==> src/mtwg_pkg.sv <==
package mtwg_pkg;

	localparam int unsigned AddrW = 10;

	localparam logic [AddrW-1:0] WORDS    = 10'd624;
	localparam logic [AddrW-1:0] UNSEEDED = 10'd625;
	localparam logic [AddrW:0]   MIDDLE   = 11'd397;

	localparam logic [31:0] TWIST_MATRIX    = 32'h9908_b0df;
	localparam logic [31:0] TEMPER_B        = 32'h9d2c_5680;
	localparam logic [31:0] TEMPER_C        = 32'hefc6_0000;
	localparam logic [31:0] SEED_MULT       = 32'd69069;
	localparam logic [31:0] ZERO_SEED_SUBST = 32'd1999;

	typedef logic [AddrW-1:0] addr_t;

	typedef enum logic [3:0] {
		ST_IDLE,
		ST_SEED,
		ST_TW_PRIME,
		ST_TW_READ,
		ST_TW_CALC,
		ST_RD_WORD,
		ST_DELIVER
	} state_t;

	// one cycle of traffic to the state RAM: one write, two reads
	typedef struct packed {
		logic        we;
		addr_t       waddr;
		logic [31:0] wdata;
		logic        re_a;
		addr_t       addr_a;
		logic        re_b;
		addr_t       addr_b;
	} ram_req_t;

	function automatic logic [31:0] twist(input logic top, input logic [31:0] nxt,
		input logic [31:0] far_word);
		logic [31:0] mixed;
		mixed = {top, nxt[30:0]};
		return far_word ^ (mixed >> 1) ^ (mixed[0] ? TWIST_MATRIX : 32'd0);
	endfunction

	function automatic logic [31:0] temper(input logic [31:0] w);
		logic [31:0] y;
		y = w;
		y = y ^ (y >> 11);
		y = y ^ ((y << 7) & TEMPER_B);
		y = y ^ ((y << 15) & TEMPER_C);
		y = y ^ (y >> 18);
		return y;
	endfunction

endpackage

==> src/mtwg_out_reg.sv <==
module mtwg_out_reg (
	input  logic        clk,
	input  logic        arst_n,
	input  logic        load,
	input  logic [31:0] raw_word,
	input  logic        stall,
	output logic        free,
	output logic        valid,
	output logic [31:0] word
);

	logic        valid_q;
	logic [31:0] word_q;

	assign free = !valid_q || !stall;

	always_ff @(posedge clk or negedge arst_n) begin
		if (!arst_n) begin
			valid_q <= 1'b0;
		end else if (load) begin
			valid_q <= 1'b1;
		end else if (!stall) begin
			valid_q <= 1'b0;
		end
	end

	always_ff @(posedge clk) begin
		if (load) begin
			word_q <= mtwg_pkg::temper(raw_word);
		end
	end

	assign valid = valid_q;
	assign word  = word_q;

endmodule

==> config.mk <==
export PLATFORM = sky130hd
export DESIGN_NAME = mtwg_out_reg
export DESIGN_NICKNAME = d
export VERILOG_FILES = /design/src/mtwg_pkg.sv /design/src/mtwg_out_reg.sv
export SDC_FILE = /design/constraint.sdc
export NUM_CORES = 1
export LEC_CHECK = 0
export ABC_CLOCK_PERIOD_IN_PS = 1100
export BUFFER_PORTS_ARGS = -buffer_cell sky130_fd_sc_hd__buf_4
export CAP_MARGIN = 20
export CORE_MARGIN = 2
export CORE_UTILIZATION = 45
export CTS_CLUSTER_DIAMETER = 80
export DETAILED_ROUTE_END_ITERATION = 12
export GPL_TIMING_DRIVEN = 1
export MAX_ROUTING_LAYER = met4
export PLACE_DENSITY = 0.76
export SLEW_MARGIN = 25
export SYNTH_ARGS = -nofsm -noshare
export SYNTH_HDL_FRONTEND = slang
export SYNTH_SLANG_ARGS = --single-unit
==> constraint.sdc <==
create_clock -name clk -period 1.1 [get_ports clk]
set_input_delay 0.22 -clock clk [delete_from_list [all_inputs] [get_ports clk]]
set_output_delay 0.22 -clock clk [all_outputs]
set_load 0.005 [all_outputs]
# ---- Word-level counts from Yosys, hierarchy flattened
# Cells that the tools add are included.
dict set report word_totals {
  reg_bits 33
  elab_cells 12
}
dict set report classes {
  n_eq_ne 1
  n_mux 2
  n_bitwise 4
  reduce_logical 3
}
# operator n
set ops {}
lappend ops {{$xor 32x32->32} 2}
lappend ops {{$xor 32x14->32} 1}
lappend ops {{$xor 32x21->32} 1}
lappend ops {{$logic_not 1->1} 2}
lappend ops {{$mux 1} 2}
lappend ops {{$ne 2x2->1 const B} 1}
lappend ops {{$logic_or 1x1->1} 1}

# ---- Depth between registers and ports, before layout
dict set report depth {
  ltp_word 4
  mapped_depth 3
  depth_no_buf 3
}

# ---- Worst setup path after synthesis
# No wires, ideal clock.
dict set report synth_timing {
  path_type {input -> register}
  from {in raw_word[22]}
  to {reg word_q[0] (netlist: word[0]), data pin}
  setup_time_ps 262
  t_arrival_ps 1009
  t_required_ps 838
  path_slack_ps -171
  path_stages 3
  n_path_buf 0
  cell_sequence {xnor2_2 -> xnor3_1 -> xnor2_1}
}
dict set report synth_between {
  elab_chain_cells 4
}
# element line_no
set synth_rtl {}
lappend synth_rtl {{from (decl)} mtwg_out_reg.sv:5} ;# input logic [31:0] raw_word,
lappend synth_rtl {{$xor 32x21->32} mtwg_pkg.sv:48} ;# y = y ^ (y >> 11);
lappend synth_rtl {{$xor 32x32->32} mtwg_pkg.sv:49} ;# y = y ^ ((y << 7) & TEMPER_B);
lappend synth_rtl {{$xor 32x32->32} mtwg_pkg.sv:50} ;# y = y ^ ((y << 15) & TEMPER_C);
lappend synth_rtl {{$xor 32x14->32} mtwg_pkg.sv:51} ;# y = y ^ (y >> 18);
lappend synth_rtl {{to (signal assigned)} mtwg_out_reg.sv:29} ;# word_q <= mtwg_pkg::temper(raw_word);
lappend synth_rtl {{to (decl)} mtwg_out_reg.sv:13} ;# logic [31:0] word_q;
# No other way between the ends.
# A chain may end at the register's enable or synchronous reset.

# ---- Worst setup path after layout
dict set report layout_timing {
  from {reg valid_q (netlist: valid)}
  to {out free}
}
dict set report layout_between {
  elab_chain_cells 2
}
# element line_no
set layout_rtl {}
lappend layout_rtl {{from (decl)} mtwg_out_reg.sv:12} ;# logic valid_q;
lappend layout_rtl {{from (signal assigned)} mtwg_out_reg.sv:19} ;# valid_q <= 1'b0;
lappend layout_rtl {{from (signal assigned)} mtwg_out_reg.sv:21} ;# valid_q <= 1'b1;
lappend layout_rtl {{from (signal assigned)} mtwg_out_reg.sv:23} ;# valid_q <= 1'b0;
lappend layout_rtl {{$logic_not 1->1} mtwg_out_reg.sv:15} ;# assign free = !valid_q || !stall;
lappend layout_rtl {{$logic_or 1x1->1} mtwg_out_reg.sv:15}
lappend layout_rtl {{to (decl)} mtwg_out_reg.sv:7} ;# output logic free,
# No other way between the ends.

==> metrics <==
Max VDD drop=1030 uV; io pins=70; nature of the critical path endpoint=output port; Antenna Cells=0; fin area=2590 um2; post-DR wirelength/cell=13.1 um; gr ovfl total=0; CP max stage cell=dfrtp_1; CTS tree=built; CP bufs+invs=1; htree depth=2; die width=64.0 um; Setup CP Type=flip-flop to output port; initial antenna violation count=0; Tmin final=1.14 ns; Hold Path Class=input port to async pin; number of flops mapped to enable cells by yosys=32; All-Layer GR Usage=0.179; slowest stage delay, CP=0.41 ns; crit path max fanout=2; most frequent cells after synthesis=edfxtp_1 (32), xnor2_1 (32), xor2_1 (16); cell family with the largest share of critical-path delay=flip-flops; Yosys cell types=10; Core Util, Final=0.763; pin count of the biggest net entering global routing=19; synth-to-layout area growth=59.9%; ys flop type=edfxtp_1; CTS buffer count=5; r2r startpoint=valid$_DFFE_PN0P_; PnR worst setup slack=-0.0425 ns; DRT iter0 DRCs=18; clk slew on worst S/H paths=0.11 ns; CP startpoint kind=flip-flop; Lkg Pwr=1.13 nW; critical path arrival=0.92 ns; Fmax achieved=875 MHz; Worst Path Required=0.88 ns; largest area contributor in the netlist=edfxtp_1; Pwr Density=1400 nW/um2; async set or reset register ratio after synthesis=0.0303; CTS root buf=clkbuf_4; Final Max Tran Viols=0; DPL Wire Length=2.60 mm; mapped cell area=1620 um2; worst path cell trace=nand2_2 -> buf_6; Fin. Hold Viols=0; MaxCap Viol Count=0; DIE AREA=4090 um2; flop2flop setup slack=0.35 ns; FP Rows=21; clk_skew=0 ns; vias=1073; Synth top area share=0.594; share of layout cells above drive strength 1=0.573; core footprint=3390 um2; post-placement cell area=2490 um2; Place WS=-0.330 ns; DRC viols=0; port bufs=69; synthesized area per cell=17.4 um2; Detailed Route WL=3.20 mm; CP startpoint=valid$_DFFE_PN0P_; Filler cells=225; Syn. warnings=0; Slew @ Worst Pin=0.362 ns; status=finished, violations left; Post-DRT Antenna Nets=0; GP Congestion=0.713; syn_nets=129; clk sinks=33; first-pass GRT wire length=5.26 mm; Mapped Cells=93; Worst-Skew Late Latency=0.33 ns; failing checks=negative setup slack; Synth Register Bits=33; headroom to the max-slew limit=0.758; Vias/cell=4.38; Area contributors post-synth=edfxtp_1 (59%), xnor2_1 (17%), xor2_1 (8.7%), xnor3_1 (7.0%), xnor2_2 (3.0%); vias in the first global route=1142; sequential area share after synthesis=0.609; starting density of the core=0.477; Final period util=1.04; nets=234; Finish-stage setup viols=4; Max Buffers Root-to-Sink=2; Detailed Routing Iterations Pass 1=2; Die H=64.0 um; RSZ-0062 raised after global routing=yes
-- layer usage --
metal  global-route usage  share of wire  wire (um)
met5                    -              0          0
met4               0.0571          0.016         51
met3               0.0511          0.064        204
met2                0.326           0.57       1830
met1                0.186           0.35       1110
-- power by group --
part	internal (mW)	switching [mW]
Clock	0.241	0.415
Sequential	1.69	0.0724
Combinational	0.779	0.438
-- sequential cells by signal, summed over array words and instances (netlist names) --
register  cells
valid         1
word         32
-- cell usage in the layout (no fill, tap or decap), types with 2 or more instances in the layout --
cell type | synthesis | layout
buf_4 | 0 | 87
edfxtp_1 | 32 | 32
xnor2_1 | 32 | 29
xor2_1 | 16 | 15
buf_6 | 0 | 7
xnor3_1 | 5 | 5
clkbuf_4 | 0 | 5
xnor2_2 | 3 | 4
buf_12 | 0 | 3
xor2_2 | 1 | 2
xnor2_4 | 0 | 2
clkinv_2 | 0 | 2
-- layout make-up --
class                   count  area (um2)  area share
flip-flops and latches     33         986       0.381
well taps                  46        57.6      0.0222
clock inverters             3        17.5     0.00677
clock buffers               5        37.5      0.0145
multi-input cells          60         687       0.265
repair buffers             98         802       0.310
-- final timing paths --
| kind | endpoint | cells past startpoint |
|---|---|---|
| setup reg to reg | valid$_DFFE_PN0P_ | 3 |
| min in group clk | word[10]$_DFFE_PP_ | 2 |
| hold / removal | valid$_DFFE_PN0P_ | 2 |
| max in group asynchronous | valid$_DFFE_PN0P_ | 2 |
| setup / recovery | free | 2 |
| hold reg to reg | valid$_DFFE_PN0P_ | 3 |
-- timing repair --
item,CTS,global route
endpoints found under the setup margin,12,32
pin swaps,0,1
buffers inserted,0,1
hold endpoints to repair,1,0
gates resized for setup,1,7
hold buffers,1,0
cloned,0,0
-- per-stage QoR --
stage | hold WS [ns] | std cells | power (mW) | setup TNS [ns]
2_1_floorplan | -0.0756 | 93 | 2.28 | -0.584
4_1_cts | 0.115 | 244 | 3.66 | -0.203
3_3_place_gp | -0.00420 | 235 | 2.93 | -3.15
3_5_place_dp | -0.00205 | 235 | 2.98 | -3.95
5_1_grt | 0.171 | 245 | 3.84 | -0.777
6_report | 0.185 | 245 | 3.63 | -0.0501
-- kinds of logic after synthesis --
kind of cell / count (synthesis) / synth area share
XOR/XNOR: 58 / 0.384
flip-flops: 33 / 0.609
AND/OR/NAND/NOR: 2 / 0.00619
No activity file was read; power rests on OpenSTA's default activity.
